[src/sv/ias_pkg.sv]
// package for the indexed array store: payload structs, operation and status codes
// and the sequencer state type; no dependencies
package ias_pkg;

  localparam int unsigned IdxW  = 10;
  localparam int unsigned DataW = 32;
  localparam int unsigned CntW  = 11;

  typedef enum logic [1:0] {
    MODE_GET    = 2'd0,
    MODE_SET    = 2'd1,
    MODE_PUSH   = 2'd2,
    MODE_REMOVE = 2'd3
  } ias_mode_e;

  typedef enum logic [1:0] {
    ST_OK    = 2'd0,
    ST_RANGE = 2'd1,
    ST_FULL  = 2'd2
  } ias_status_e;

  typedef enum logic {
    S_IDLE  = 1'b0,
    S_SHIFT = 1'b1
  } ias_state_e;

  typedef struct packed {
    ias_mode_e          mode;
    logic [IdxW-1:0]    index;
    logic signed [DataW-1:0] value;
  } ias_in_t;

  typedef struct packed {
    logic signed [DataW-1:0] read_value;
    logic [1:0]         status;
    logic [CntW-1:0]    count;
    logic [CntW-1:0]    room;
  } ias_out_t;

endpackage

[src/sv/ias_ctrl.sv]
// operation sequencer: decodes requests, keeps size and capacity, drives the
// entry memory and runs the shift-down pass of a remove; depends on ias_pkg
module ias_ctrl #(
  parameter int unsigned MAX_ENTRIES = 1024,
  localparam int unsigned AW = $clog2(MAX_ENTRIES)
) (
  input  logic                       clk_i,
  input  logic                       rst_ni,
  input  logic                       start,
  output logic                       busy,
  input  ias_pkg::ias_in_t           req_i,
  output logic                       mem_we_o,
  output logic [AW-1:0]              mem_waddr_o,
  output logic [ias_pkg::DataW-1:0]  mem_wdata_o,
  output logic                       mem_re_o,
  output logic [AW-1:0]              mem_raddr_o,
  input  logic [ias_pkg::DataW-1:0]  mem_rdata_i,
  output logic                       rsp_valid_o,
  output logic                       rsp_from_mem_o,
  output ias_pkg::ias_out_t          rsp_o
);

  localparam int unsigned CW   = $clog2(MAX_ENTRIES + 1);
  localparam int unsigned CPW  = CW + 1;
  localparam int unsigned CMPW = (CW > ias_pkg::IdxW + 1) ? CW : ias_pkg::IdxW + 1;

  ias_pkg::ias_state_e state_q, state_d;
  logic [CW-1:0]       used_q, used_d;
  logic [CPW-1:0]      cap_q, cap_d;
  logic [CW-1:0]       rd_ptr_q, rd_ptr_d;
  logic [CW-1:0]       end_q, end_d;
  logic [AW-1:0]       wr_addr_q, wr_addr_d;
  logic                pend_q, pend_d;
  logic                rsp_valid_q, rsp_valid_d;
  logic                from_mem_q, from_mem_d;
  ias_pkg::ias_out_t   rsp_q, rsp_d;

  logic accept;
  logic idx_ok;
  logic need_shift;
  logic is_full;
  logic issue;
  logic shift_done;

  assign busy       = (state_q != ias_pkg::S_IDLE);
  assign accept     = start && !busy;
  assign idx_ok     = CMPW'(req_i.index) < CMPW'(used_q);
  assign need_shift = (CMPW'(req_i.index) + CMPW'(1)) < CMPW'(used_q);
  assign is_full    = (used_q == CW'(MAX_ENTRIES));
  assign issue      = (rd_ptr_q <= end_q);
  assign shift_done = !issue && !pend_q;

  // next state
  always_comb begin
    state_d = state_q;
    unique case (state_q)
      ias_pkg::S_IDLE: begin
        if (accept && req_i.mode == ias_pkg::MODE_REMOVE && idx_ok && need_shift) begin
          state_d = ias_pkg::S_SHIFT;
        end
      end
      ias_pkg::S_SHIFT: begin
        if (shift_done) begin
          state_d = ias_pkg::S_IDLE;
        end
      end
      default: state_d = ias_pkg::S_IDLE;
    endcase
  end

  // memory port controls
  always_comb begin
    mem_we_o    = 1'b0;
    mem_waddr_o = '0;
    mem_wdata_o = req_i.value;
    mem_re_o    = 1'b0;
    mem_raddr_o = '0;
    unique case (state_q)
      ias_pkg::S_IDLE: begin
        if (accept) begin
          unique case (req_i.mode)
            ias_pkg::MODE_GET: begin
              mem_re_o    = idx_ok;
              mem_raddr_o = AW'(req_i.index);
            end
            ias_pkg::MODE_SET: begin
              mem_we_o    = idx_ok;
              mem_waddr_o = AW'(req_i.index);
            end
            ias_pkg::MODE_PUSH: begin
              mem_we_o    = !is_full;
              mem_waddr_o = AW'(used_q);
            end
            default: ;
          endcase
        end
      end
      ias_pkg::S_SHIFT: begin
        mem_re_o    = issue;
        mem_raddr_o = AW'(rd_ptr_q);
        mem_we_o    = pend_q;
        mem_waddr_o = wr_addr_q;
        mem_wdata_o = mem_rdata_i;
      end
      default: ;
    endcase
  end

  // size, capacity, shift pointers and result
  always_comb begin
    used_d      = used_q;
    cap_d       = cap_q;
    rd_ptr_d    = rd_ptr_q;
    end_d       = end_q;
    wr_addr_d   = wr_addr_q;
    pend_d      = 1'b0;
    rsp_valid_d = 1'b0;
    from_mem_d  = 1'b0;
    rsp_d       = rsp_q;
    if (state_q == ias_pkg::S_IDLE) begin
      if (accept) begin
        rsp_d.read_value = '0;
        rsp_d.status     = ias_pkg::ST_OK;
        rsp_valid_d      = 1'b1;
        if (req_i.mode == ias_pkg::MODE_PUSH) begin
          if (is_full) begin
            rsp_d.status = ias_pkg::ST_FULL;
          end else begin
            if (CPW'(used_q) == cap_q) begin
              cap_d = cap_q << 1;
            end
            used_d = used_q + CW'(1);
          end
        end else if (!idx_ok) begin
          rsp_d.status = ias_pkg::ST_RANGE;
          if (req_i.mode == ias_pkg::MODE_GET) begin
            rsp_d.read_value = '1;
          end
        end else if (req_i.mode == ias_pkg::MODE_GET) begin
          from_mem_d = 1'b1;
        end else if (req_i.mode == ias_pkg::MODE_REMOVE) begin
          used_d      = used_q - CW'(1);
          rd_ptr_d    = CW'(req_i.index) + CW'(1);
          end_d       = used_q - CW'(1);
          rsp_valid_d = !need_shift;
        end
        rsp_d.count = ias_pkg::CntW'(used_d);
        rsp_d.room  = ias_pkg::CntW'(cap_d);
      end
    end else begin
      if (issue) begin
        rd_ptr_d  = rd_ptr_q + CW'(1);
        wr_addr_d = AW'(rd_ptr_q - CW'(1));
      end
      pend_d      = issue;
      rsp_valid_d = shift_done;
    end
  end

  always_ff @(posedge clk_i or negedge rst_ni) begin
    if (!rst_ni) begin
      state_q     <= ias_pkg::S_IDLE;
      used_q      <= '0;
      cap_q       <= CPW'(1);
      pend_q      <= 1'b0;
      rsp_valid_q <= 1'b0;
      from_mem_q  <= 1'b0;
    end else begin
      state_q     <= state_d;
      used_q      <= used_d;
      cap_q       <= cap_d;
      pend_q      <= pend_d;
      rsp_valid_q <= rsp_valid_d;
      from_mem_q  <= from_mem_d;
    end
  end

  always_ff @(posedge clk_i) begin
    rd_ptr_q  <= rd_ptr_d;
    end_q     <= end_d;
    wr_addr_q <= wr_addr_d;
    rsp_q     <= rsp_d;
  end

  assign rsp_valid_o    = rsp_valid_q;
  assign rsp_from_mem_o = from_mem_q;
  assign rsp_o          = rsp_q;

endmodule

[config.mk]
export PLATFORM = sky130hd
export DESIGN_NAME = ias_ctrl
export DESIGN_NICKNAME = d
export VERILOG_FILES = /design/src/sv/ias_pkg.sv /design/src/sv/ias_ctrl.sv
export SDC_FILE = /design/constraint.sdc
export NUM_CORES = 1
export LEC_CHECK = 0
export ABC_CLOCK_PERIOD_IN_PS = 3200
export BUFFER_PORTS_ARGS = -buffer_cell sky130_fd_sc_hd__buf_2
export CAP_MARGIN = 0
export CORE_MARGIN = 4
export CORE_UTILIZATION = 47
export DETAILED_ROUTE_END_ITERATION = 6
export PLACE_DENSITY = 0.77
export RECOVER_POWER = 50
export SYNTH_ARGS = -nofsm -noshare
export SYNTH_HDL_FRONTEND = slang
export SYNTH_SLANG_ARGS = --single-unit
[constraint.sdc]
create_clock -name clk_i -period 3.2 [get_ports clk_i]
set_input_delay 0.32 -clock clk_i [delete_from_list [all_inputs] [get_ports clk_i]]
set_output_delay 0.32 -clock clk_i [all_outputs]
set_load 0.03 [all_outputs]
# == After elaboration in Yosys (flattened, before gate mapping) ==
# Index checks and enable logic that the tools add are counted.
# op_classes
addsub,5
order_cmp,3
n_eq_ne,8
mux,47
n_bitwise,4
n_reduce_logical,20
# ops
cell,n
11-bit two-way mux,15
32-bit two-way mux,2
10-bit one-hot mux with 2 select lines,3
10-bit two-way mux,3
11-bit by 1-bit adder with 11-bit output (second input constant),2
1-bit two-way mux,18
11-bit by 12-bit equality test with 1-bit output,1
6-bit AND reduction,2
10-bit by 1-bit adder with 11-bit output (second input constant),1
11-bit equality test (second input constant),1
11-bit <= comparator,1
10-bit by 11-bit < comparator with 1-bit output,1
11-bit < comparator,1
11-bit by 1-bit subtractor with 11-bit output (second input constant),1
10-bit by 1-bit subtractor with 10-bit output (second input constant),1
1-bit one-hot mux with 2 select lines,4
2-bit nonzero test,3
1-bit logical AND,5
1-bit logical NOT,5
5-bit AND reduction,1
2-bit equality test (second input constant),2
2-bit two-way mux,2
2-bit != test (second input constant),2
1-bit NOT,4
other kinds (5),6
# totals
regBits,115
inputBits,79
out_inout_bits,113
elab_cells,101

# == Depth between registers and ports, before layout ==
# Gate-level depths: netlist of the first run.
# logic_depth
word_depth,9
depth_mapped,11
mapped_depth_nobuf,11

# == Least setup slack after synthesis of the first run ==
# Ideal clock, no wire load.
# synth_timing
kind,reg-to-reg
start,register used_q[4]
end,"register rd_ptr_q[0], enable pin"
setup_time_ps,394
arrival_ps,2764
t_required_ps,2806
slack_ps,42
path_stages_with_launch,9
path_buffers,1
cell_sequence,dfrtp_1 -> buf_1 -> inv_1 -> ha_1 -> nand2_1 -> nor2_1 -> a32oi_4 -> nand3_1 -> o21ai_0
# synth_between
elab_chain_len,3
# synth_rtl
item,line,text
from (decl),ias_ctrl.sv:28,"logic [CW-1:0] used_q, used_d;"
from (signal assigned),ias_ctrl.sv:170,used_q <= used_d;
10-bit by 11-bit < comparator with 1-bit output,ias_ctrl.sv:47,assign idx_ok = CMPW'(req_i.index) < CMPW'(used_q);
2-bit nonzero test (no line),n/a,
6-bit AND reduction (no line),n/a,
to (signal assigned),ias_ctrl.sv:179,rd_ptr_q <= rd_ptr_d;
to (decl),ias_ctrl.sv:30,"logic [CW-1:0] rd_ptr_q, rd_ptr_d;"
# Every way passes these cells.
# A chain may end at the register's enable or synchronous reset.

# == Worst setup path in the final report of the first run ==
# layout_timing
start,register used_q[9]
end,output mem_we_o
# layout_between
elab_chain_len,5
elab_cells_between_ends,6
# layout_rtl
item,line,text
branches (longest 2 deep; another with 10-bit by 11-bit < comparator with 1-bit output),n/a,
1-bit one-hot mux with 2 select lines *,ias_ctrl.sv:81,unique case (req_i.mode)
1-bit two-way mux *,ias_ctrl.sv:80,if (accept) begin
1-bit one-hot mux with 2 select lines *,ias_ctrl.sv:78,unique case (state_q)
to (decl),ias_ctrl.sv:12,"output logic mem_we_o,"
# Mark *: on every way between the ends.

==> run_results.csv, run 1 <==
group,metric,value,unit
floorplanning,pin_count,192,
min_path,hold_class,"in2async",
global_routing,grt_pass1_wl,26.2,mm
setup_path,reg2reg_from,"used_q[2]",
floorplanning,rows,41,
setup_path,cp_cell_sequence,"inv_1, ha_1, and4_1, a32oi_4, and2_1, a21oi_1, o21ai_0, buf_2",
routing,num_vias,5203,
floorplanning,die_w,122,um
setup_path,reg2reg_slack,0.29,ns
synthesis,syn_avg_cell_area,10.2,sq um
cells_and_area,design_area,7300,sq um
routing,drt_iter0_drc,272,
routing,ant_nets,0,
placement,io_buffers,191,
floorplanning,core_area,12700,sq um
global_routing,grt_start_max_net_pins,77,
routing,wl_met1,6.79,mm
status,status,"finished, violations left",
cells_and_area,area_delta_synth_final,18.7,%
cts,htreeDepth,3,
timing,finalHoldViolCount,0,
timing,layout_min_cycle_time,3.09,ns
setup_path,cp_max_fo,7,
timing,worst-slew-pin-transition,1.59,ns
timing,slew_viol_final,105,
cts,cts_tree,"done",
setup_path,max_stage_delay,0.53,ns
setup_path,critical_path_arrival,2.77,ns
setup_path,cp_slowest_cell,"dfrtp_1",
synthesis,synth-seq-cells,84,
timing,rsz0062_at_grt,"false",
synthesis,synthArstFlopShare,0.321,
pwr,ir_drop,0.337,mV
synthesis,synth_fp_nets,720,
timing,finClkSkew,0.00675,ns
synthesis,synth_top_flop_cell,"edfxtp_1",
routing,drt_pre_antenna_iters,6,
setup_path,crit_type,"reg2out",
placement,dpl_cell_area,7040,sq um
placement,dp_hpwl,13.3,mm
routing,dr_wl_met2,8.44,mm
cts,cts.clk_slew.worst_paths,0.06,ns
cells_and_area,num_antenna_cells,0,
timing,final-setup-viol-count,0,
cells_and_area,fin_util,0.574,
routing,dr_wl_met3,1.54,mm
timing,max_freq,324,MHz
routing,top_layer,"met4",
pwr,p_leak,3.15,nW
pwr,powerDensity,720,nW/um^2
synthesis,syn_area,6150,sq um
cts,cts_setup_buffers,0,
setup_path,r2r_cells,7,
synthesis,synth_cells,601,
placement,pre_cts_slack,0.379,ns
synthesis,synth-edff-count,57,
status,failed_checks,"max-capacitance violations, max-slew violations",
placement,placedCellCount,912,
synthesis,seq_area_frac_synth,0.388,
timing,setup_tns,0,ns
timing,timing.hold.ws,0.362,ns
routing,wl_per_cell,18.7,um
cells_and_area,final_cells,928,
routing,viasPerCell,5.61,
placement,gp_congestion,0.921,
cts,clk_latency,0.34,ns
cells_and_area,fillers,1132,
floorplanning,die_y,122,um
setup_path,worstSetupEndpointType,"output pin",
global_routing,grt_pass1_vias,4905,
global_routing,globalRouteTotalUtil,0.227,
timing,slew_headroom,-0.0576,
global_routing,overflow,0,
synthesis,ys_types,58,
routing,drc_errors,0,
timing,fin_ws,0.110,ns
cts,cts_sinks,84,
cts,cts_root_buf,"clkbuf_16",
routing,drt_wl_total,17.4,mm
pwr,total_power,5.26,mW
timing,period_share,0.966,
cts,ctsLongestPathBuffers,2,
cts,cts_buffers,9,
cells_and_area,drive_above_1_share,0.303,
floorplanning,initial_core_util,0.483,
setup_path,rr_endpoint,"rsp_o[20]",
global_routing,antenna_found_initial,0,
setup_path,critPathLaunchType,"flip-flop",
job,cap_viol_max_count,2,
synthesis,yosys_warnings,0,
setup_path,crit_required,2.88,ns
floorplanning,die-area,15000,sq um
cells_and_area,fin_nets,870,
-- placed cells by master, fill, tap and decap left out, types with 3 or more instances in the layout --
master     netlist  routed
mux2_2          38      38
a22o_1          10      10
a21o_1           8       8
dfrtp_1         26      23
nor2_1          32      32
o22ai_1          5       5
nor4_1           6       6
nand4_1         10      10
buf_4           31      14
ha_1            40      40
xnor2_1         39      39
nor3_1          13      13
edfxtp_1        57      57
inv_1           32      32
buf_2            6     132
o2bb2ai_1        3       3
mux2_4          17      17
o21ai_0         22      22
a22oi_1         11      11
dfrtp_2          0       3
and3_1           5       5
nor2b_1          4       4
o31ai_1          3       3
clkbuf_1        23      61
and2_1           3       3
xor2_1          21      21
or3_1            3       3
a21oi_1         32      32
a211oi_1         3       3
clkbuf_16        0      11
nand3_1         17      17
nand2_1         43      43
-- logic make-up (layout without fill, tap and decap cells) --
group                    after synthesis  in the layout  synth area share
flip-flops                            84             84             0.388
adder cells (fa/ha/maj)               40             40            0.0814
AO/OA/AOI/OAI                        107            107             0.117
buffers and inverters                102            257            0.0861
XOR/XNOR                              60             60            0.0855
multiplexers                          56             56             0.113
AND/OR/NAND/NOR                      152            152             0.129
-- synthesized netlist by cell type (10+ instances only) --
library cell  number  area (sq um)
clkbuf_1          23          86.3
xor2_1            21           184
mux2_4            17           255
a22o_1            10          87.6
a22oi_1           11          82.6
dfrtp_1           26           651
nand2_1           43           161
nand3_1           17          85.1
ha_1              40           500
buf_4             31           233
mux2_2            38           428
o21ai_0           22           110
inv_1             32           120
xnor2_1           39           342
nor3_1            13          65.1
a21oi_1           32           160
nor2_1            32           120
nand4_1           10          62.6
edfxtp_1          57          1710
-- state kept, by name (all words and copies together), names as in the netlist --
name / count
pend_q: 1
rsp_valid_o: 1
busy: 1
cap_q: 12
end_q: 11
wr_addr_q: 10
rsp_o: 25
rsp_from_mem_o: 1
rd_ptr_q: 11
used_q: 11
-- per-layer routing --
metal | track usage | vias to the layer above
met1 | 0.288 | 2459
li1 | - | 2424
met2 | 0.374 | 281
met5 | 0 | -
met3 | 0.0484 | 39
met4 | 0.101 | 0
-- repair_timing --
| item | in CTS | in global routing |
|---|---|---|
| setup endpoints to repair | 0 | 1 |
| gates resized for setup | 0 | 2 |
| hold buffers | 0 | 0 |
-- worst max-delay path: cells and delay by family (launching register included) --
kind            cells  cell delay (ns)
compound gates      3             0.64
flops               1             0.53
buf+inv             2             0.48
simple gates        2             0.44
fa+ha+maj           1             0.32
-- cell type report --
cell class / instances / area, sq um / area share
clock buffer: 13 / 293 / 0.0401
clock inverter: 3 / 63.8 / 0.00874
inverter: 34 / 128 / 0.0175
multi-input combinational: 415 / 3210 / 0.440
sequential: 84 / 2390 / 0.328
tap: 172 / 215 / 0.0295
timing repair buffer: 207 / 996 / 0.136
-- how the worst max path moves through the flow --
stage / slack, ns / from / to
after global placement: 0.50 / used_q[4] / mem_we_o
after global routing: 0.02 / used_q[2] / mem_we_o
after CTS: 0.09 / used_q[4] / mem_we_o
final: 0.11 / used_q[9] / mem_we_o
after detailed placement: 0.38 / used_q[4] / rsp_o[10]
after floorplan: 0.04 / used_q[4] / rd_ptr_q[0]
-- power breakdown --
group          internal [mW]  switching (mW)
logic                  0.795            1.63
clock network          0.798           0.429
registers               1.43           0.177
Power figures use the tool's default switching activity.
==> run 2: changes to the inputs <==
- PLACE_DENSITY: 0.77 -> 0.78
- SETUP_SLACK_MARGIN: unset -> 0.15
==> run 2 against run 1 <==
  * The run still ends with max-capacitance violations, max-slew violations left
  * Final cell count unchanged
  * Clock skew about the same
  * First-iteration DRC count increased by 42%
  * Critical path depth down 1
  * Non-clock buffer count unchanged
  * Global-route usage decreased by 0.74 points
  * Critical path type unchanged
  * Critical endpoint is now mem_re_o
==> run_results.csv, run 2 (synthesis gave the netlist of run 1 again) <==
group,metric,value,unit
timing,finalHoldViolCount,0,
setup_path,reg2reg_slack,0.42,ns
floorplanning,die_w,122,um
setup_path,path_buf_inv,2,
cells_and_area,num_antenna_cells,0,
cts,ctsLongestPathBuffers,2,
cells_and_area,area_delta_synth_final,17.9,%
global_routing,overflow,0,
status,failed_checks,"max-capacitance violations, max-slew violations",
routing,drt_pre_antenna_iters,5,
global_routing,antenna_found_initial,0,
cts,cts_buffers,9,
timing,period_share,0.918,
placement,io_buffers,191,
routing,drt_iter0_drc,387,
pwr,powerDensity,699,nW/um^2
timing,finClkSkew,0.00707,ns
cells_and_area,layout_common_cells,"131 x buf_2, 62 x clkbuf_1, 57 x edfxtp_1",
global_routing,grt_start_max_net_pins,77,
global_routing,globalRouteTotalUtil,0.220,
cells_and_area,drive_above_1_share,0.306,
setup_path,crit_required,2.88,ns
routing,drt_wl_total,16.9,mm
cells_and_area,fillers,1165,
floorplanning,die_y,122,um
cells_and_area,layout_commonest_cell,"buf_2",
setup_path,cp_max_fo,7,
routing,wl_per_cell,18.2,um
setup_path,cp_cell_sequence,"inv_1, ha_1, and4_1, a32oi_4, nand2_1, o21ai_0, buf_2",
timing,worst-slew-pin-transition,1.62,ns
timing,slew_viol_final,105,
floorplanning,core_area,12700,sq um
setup_path,max_stage_delay,0.48,ns
timing,final-setup-viol-count,0,
setup_path,crit_type,"reg2out",
cells_and_area,fin_nets,870,
pwr,ir_drop,0.319,mV
placement,dp_hpwl,12.8,mm
routing,drc_errors,0,
routing,viasPerCell,5.52,
cts,cts_tree,"done",
timing,max_freq,340,MHz
setup_path,crit_family,"compound AO/OA/AOI/OAI gates",
floorplanning,rows,41,
pwr,total_power,5.07,mW
cts,cts_sinks,84,
placement,gp_congestion,0.910,
cts,clk_latency,0.35,ns
setup_path,critical_path_arrival,2.62,ns
global_routing,grt_pass1_vias,4801,
cts,cts.clk_slew.worst_paths,0.06,ns
pwr,p_leak,3.12,nW
cells_and_area,regArea,2390,sq um
floorplanning,pin_count,192,
cells_and_area,multi_input_area,3230,sq um
cts,cts_root_buf,"clkbuf_16",
setup_path,cp_slowest_cell,"dfrtp_2",
setup_path,worstSetupEndpointType,"output pin",
job,cap_viol_max_count,2,
timing,layout_min_cycle_time,2.94,ns
timing,setup_tns,0,ns
cts,cts_setup_buffers,0,
cells_and_area,largest_reg_flops,25,
timing,slew_headroom,-0.0800,
min_path,hold_class,"in2async",
timing,rsz0062_at_grt,"false",
routing,ant_nets,0,
setup_path,critPathLaunchType,"flip-flop",
cts,htreeDepth,3,
floorplanning,die-area,15000,sq um
floorplanning,initial_core_util,0.483,
routing,num_vias,5125,
status,status,"finished, violations left",
global_routing,grt_pass1_wl,25.4,mm
[run 2: changes by cell type in the layout (fill, tap and decap cells not counted), moves of 2 or more]
cell       before  now
bufinv_16       2    0
clkinv_2        0    2
o21ai_0        22   20
o21ai_1         0    2
[run 2: final timing paths]
path                       startpoint     endpoint  cells past startpoint
setup / recovery            used_q[9]     mem_re_o                      7
hold / removal                 rst_ni    used_q[1]                      1
setup reg to reg            used_q[2]    rsp_o[10]                      6
hold reg to reg             cap_q[11]    cap_q[11]                      1
max in group asynchronous      rst_ni         busy                      1
min in group clk_i          req_i[32]  rd_ptr_q[0]                      2
[run 2: repair_timing]
item	4_1_cts	5_1_grt
pin swaps	0	1
resized for setup	1	5
endpoints found under the hold margin	0	0
setup endpoints to repair	1	2
hold buffers	0	0
[run 2: through the flow]
stage	util	instances	cell area (sq um)	setup slack (ns)	hold WS (ns)
after floorplan	-	601	6150	0.202	0.0244
after global placement	0.553	912	7040	0.495	0.379
after detailed placement	0.553	912	7040	0.464	0.382
after CTS	0.576	928	7330	0.217	0.0173
after global routing	0.570	928	7250	0.136	0.420
final	0.570	928	7250	0.263	0.337
[run 2: per-layer routing]
layer / vias up / share of wire / GRT usage
met2: 281 / 0.48 / 0.372
met1: 2397 / 0.41 / 0.287
met4: 0 / 0.021 / 0.0609
met5: - / 0 / 0
met3: 28 / 0.088 / 0.0447
li1: 2419 / - / -
[run 2: final cells by class]
type | count | share of cell area
multi-input combinational | 415 | 0.446
clock buffer | 12 | 0.0369
sequential | 84 | 0.330
clock inverter | 4 | 0.00293
inverter | 34 | 0.0176
timing repair buffer | 207 | 0.137
tap | 172 | 0.0297
[run 2: report_power, final]
part | leakage, nW | switching (mW) | internal, mW | total (mW)
combinational | 2.10 | 1.62 | 0.800 | 2.42
sequential | 0.873 | 0.200 | 1.43 | 1.63
clock | 0.141 | 0.424 | 0.589 | 1.01
[run 2: worst register-to-register path, delay by kind of cell, from the launching register on]
kind | cells | cell delay (ns)
xor gates and xnor gates | 1 | 0.13
muxes | 1 | 0.42
and+or+nand+nor | 3 | 1.25
DFF | 1 | 0.34
buffers and inverters | 1 | 0.38
==> run 3: changes to the inputs <==
- GPL_TIMING_DRIVEN: unset -> 0
==> run 3 against run 2 <==
  * The flow still finishes with violations (max-capacitance violations, max-slew violations)
  * Via count grew 4.8%
  * Hold slack gained 0.023 ns
  * Register-to-register slack lost 0.09 ns
  * Power grew 3.2%
  * Largest power group unchanged
  * Highest routed layer unchanged
==> run_results.csv, run 3 (synthesis gave the netlist of run 1 again) <==
group,metric,value,unit
status,status,"finished, violations left",
status,failed_checks,"max-capacitance violations, max-slew violations",
cells_and_area,design_area,7670,sq um
global_routing,overflow,0,
routing,wl_per_cell,17.7,um
routing,drt_pre_antenna_iters,5,
setup_path,critical_path_arrival,2.64,ns
cts,cts_root_buf,"clkbuf_16",
cells_and_area,drive_above_1_share,0.355,
setup_path,crit_top_cell,"a21o_1",
timing,finClkSkew,0.00659,ns
timing,final-setup-viol-count,0,
timing,slew_headroom,-0.0547,
pwr,p_sw_frac,0.446,
floorplanning,die_y,122,um
cells_and_area,layout_commonest_cell,"buf_2",
routing,drt_iter0_drc,425,
pwr,pwr-share-clk,0.194,
global_routing,grt_pass1_wl,26.1,mm
setup_path,crit_type,"reg2out",
routing,ant_nets,0,
timing,finalHoldViolCount,0,
timing,timing.hold.ws,0.359,ns
pwr,seq_power_share,0.295,
placement,dp_hpwl,13.2,mm
pwr,total_power,5.23,mW
setup_path,critPathLaunchType,"flip-flop",
cts,ctsLongestPathBuffers,2,
routing,wl_met1,7.21,mm
setup_path,cp_cell_sequence,"clkbuf_4, clkinvlp_4, ha_1, a21o_1, a21o_1, a32oi_4, and2_4, a21oi_1, o21ai_2, buf_4",
cts,cts_tree,"done",
routing,drt_wl_total,17.6,mm
routing,num_vias,5372,
cells_and_area,area_delta_synth_final,24.7,%
routing,dr_wl_met3,1.55,mm
routing,top_layer,"met4",
timing,worst-slew-pin-transition,1.58,ns
floorplanning,die-area,15000,sq um
timing,layout_min_cycle_time,2.96,ns
cells_and_area,fin_util,0.603,
setup_path,crit_required,2.88,ns
placement,dpl_cell_area,7320,sq um
placement,gp_congestion,0.889,
pwr,ir_drop,0.342,mV
floorplanning,die_w,122,um
cts,cts.clk_slew.worst_paths,0.07,ns
cells_and_area,num_antenna_cells,0,
setup_path,cp_slowest_cell,"dfrtp_1",
cts,cts_hold_buffers,0,
pwr,p_leak,3.38,nW
setup_path,cp_max_fo,10,
cells_and_area,layout_common_cells,"150 x buf_2, 67 x clkbuf_1, 57 x edfxtp_1",
floorplanning,pin_count,192,
placement,io_buffers,191,
floorplanning,core_area,12700,sq um
timing,setup_tns,0,ns
global_routing,grt_pass1_vias,5020,
global_routing,grt_start_max_net_pins,35,
pwr,combinationalPowerShare,0.511,
cts,clk_latency,0.35,ns
routing,dr_wl_met2,8.42,mm
pwr,power.internal,2.90,mW
cts,cts_buffers,9,
floorplanning,initial_core_util,0.483,
cells_and_area,fin_nets,932,
routing,drc_errors,0,
timing,slew_viol_final,28,
cts,cts_sinks,84,
timing,rsz0062_at_grt,"false",
setup_path,max_stage_delay,0.35,ns
cells_and_area,largest_reg_flops,25,
pwr,switchingPower,2.33,mW
cts,htreeDepth,3,
min_path,hold_class,"in2async",
global_routing,antenna_found_initial,0,
global_routing,globalRouteTotalUtil,0.225,
timing,period_share,0.925,
timing,max_freq,338,MHz
floorplanning,rows,41,
setup_path,worstSetupEndpointType,"output pin",
job,cap_viol_max_count,1,
pwr,powerDensity,682,nW/um^2
routing,viasPerCell,5.43,
-- run 3: changes by cell type in the layout (fill, tap and decap cells not counted), sizes merged --
cell      delta
clkinv       -1
clkbuf      +18
buf         +42
clkinvlp     +2
inv          +1
-- run 3: timing repair --
item / 4_1_cts / 5_1_grt
pin swaps: 1 / 3
setup buffers: 1 / 9
endpoints found under the setup margin: 26 / 27
gates resized for setup: 12 / 15
-- run 3: area by class of cell --
| cell class | count | area, sq um |
|---|---|---|
| timing repair buffer | 201 | 978 |
| fill | 1114 | 5050 |
| buffer | 68 | 415 |
| clock inverter | 6 | 46.3 |
| sequential | 84 | 2390 |
| clock buffer | 10 | 239 |
| inverter | 34 | 134 |
| tap | 172 | 215 |
| multi-input combinational | 415 | 3250 |
-- run 3: critical path: cells and delay by family (launching register included) --
kind | cells | cell delay (ns)
buf+inv | 3 | 0.55
fa+ha+maj | 1 | 0.20
simple gates | 1 | 0.22
compound gates | 5 | 0.96
flops | 1 | 0.35
-- run 3: power by group through the flow --
stage	Combinational (mW)	Clock, mW	Sequential (mW)
2_1_floorplan	1.74	0	1.70
3_3_place_gp	2.55	0	1.56
3_5_place_dp	2.58	0	1.57
4_1_cts	2.65	1.01	1.55
5_1_grt	2.88	1.07	1.57
6_report	2.67	1.01	1.55
-- run 3: worst paths after layout --
check / from / to / slack (ns) / depth (start not counted)
max: used_q[7] / mem_we_o / 0.24 / 10
min: rst_ni / used_q[2] / 0.36 / 1
max reg2reg: used_q[1] / rsp_o[20] / 0.33 / 8
min reg2reg: cap_q[11] / cap_q[11] / 0.49 / 1
max in group asynchronous: rst_ni / rsp_valid_o / 1.91 / 1
min in group clk_i: req_i[32] / rd_ptr_q[0] / 0.39 / 2
-- run 3: metal layers --
metal | GRT usage | up-vias
met4 | 0.0847 | 0
li1 | - | 2539
met3 | 0.0355 | 39
met2 | 0.377 | 284
met1 | 0.295 | 2510
met5 | 0 | -
-- run 3: metrics by stage --
step / cells / setup slack, ns
floorplan: 601 / 0.202
global placement: 964 / -0.437
detailed placement: 964 / -0.463
CTS: 981 / 0.125
global route: 990 / 0.0567
finish: 990 / 0.241
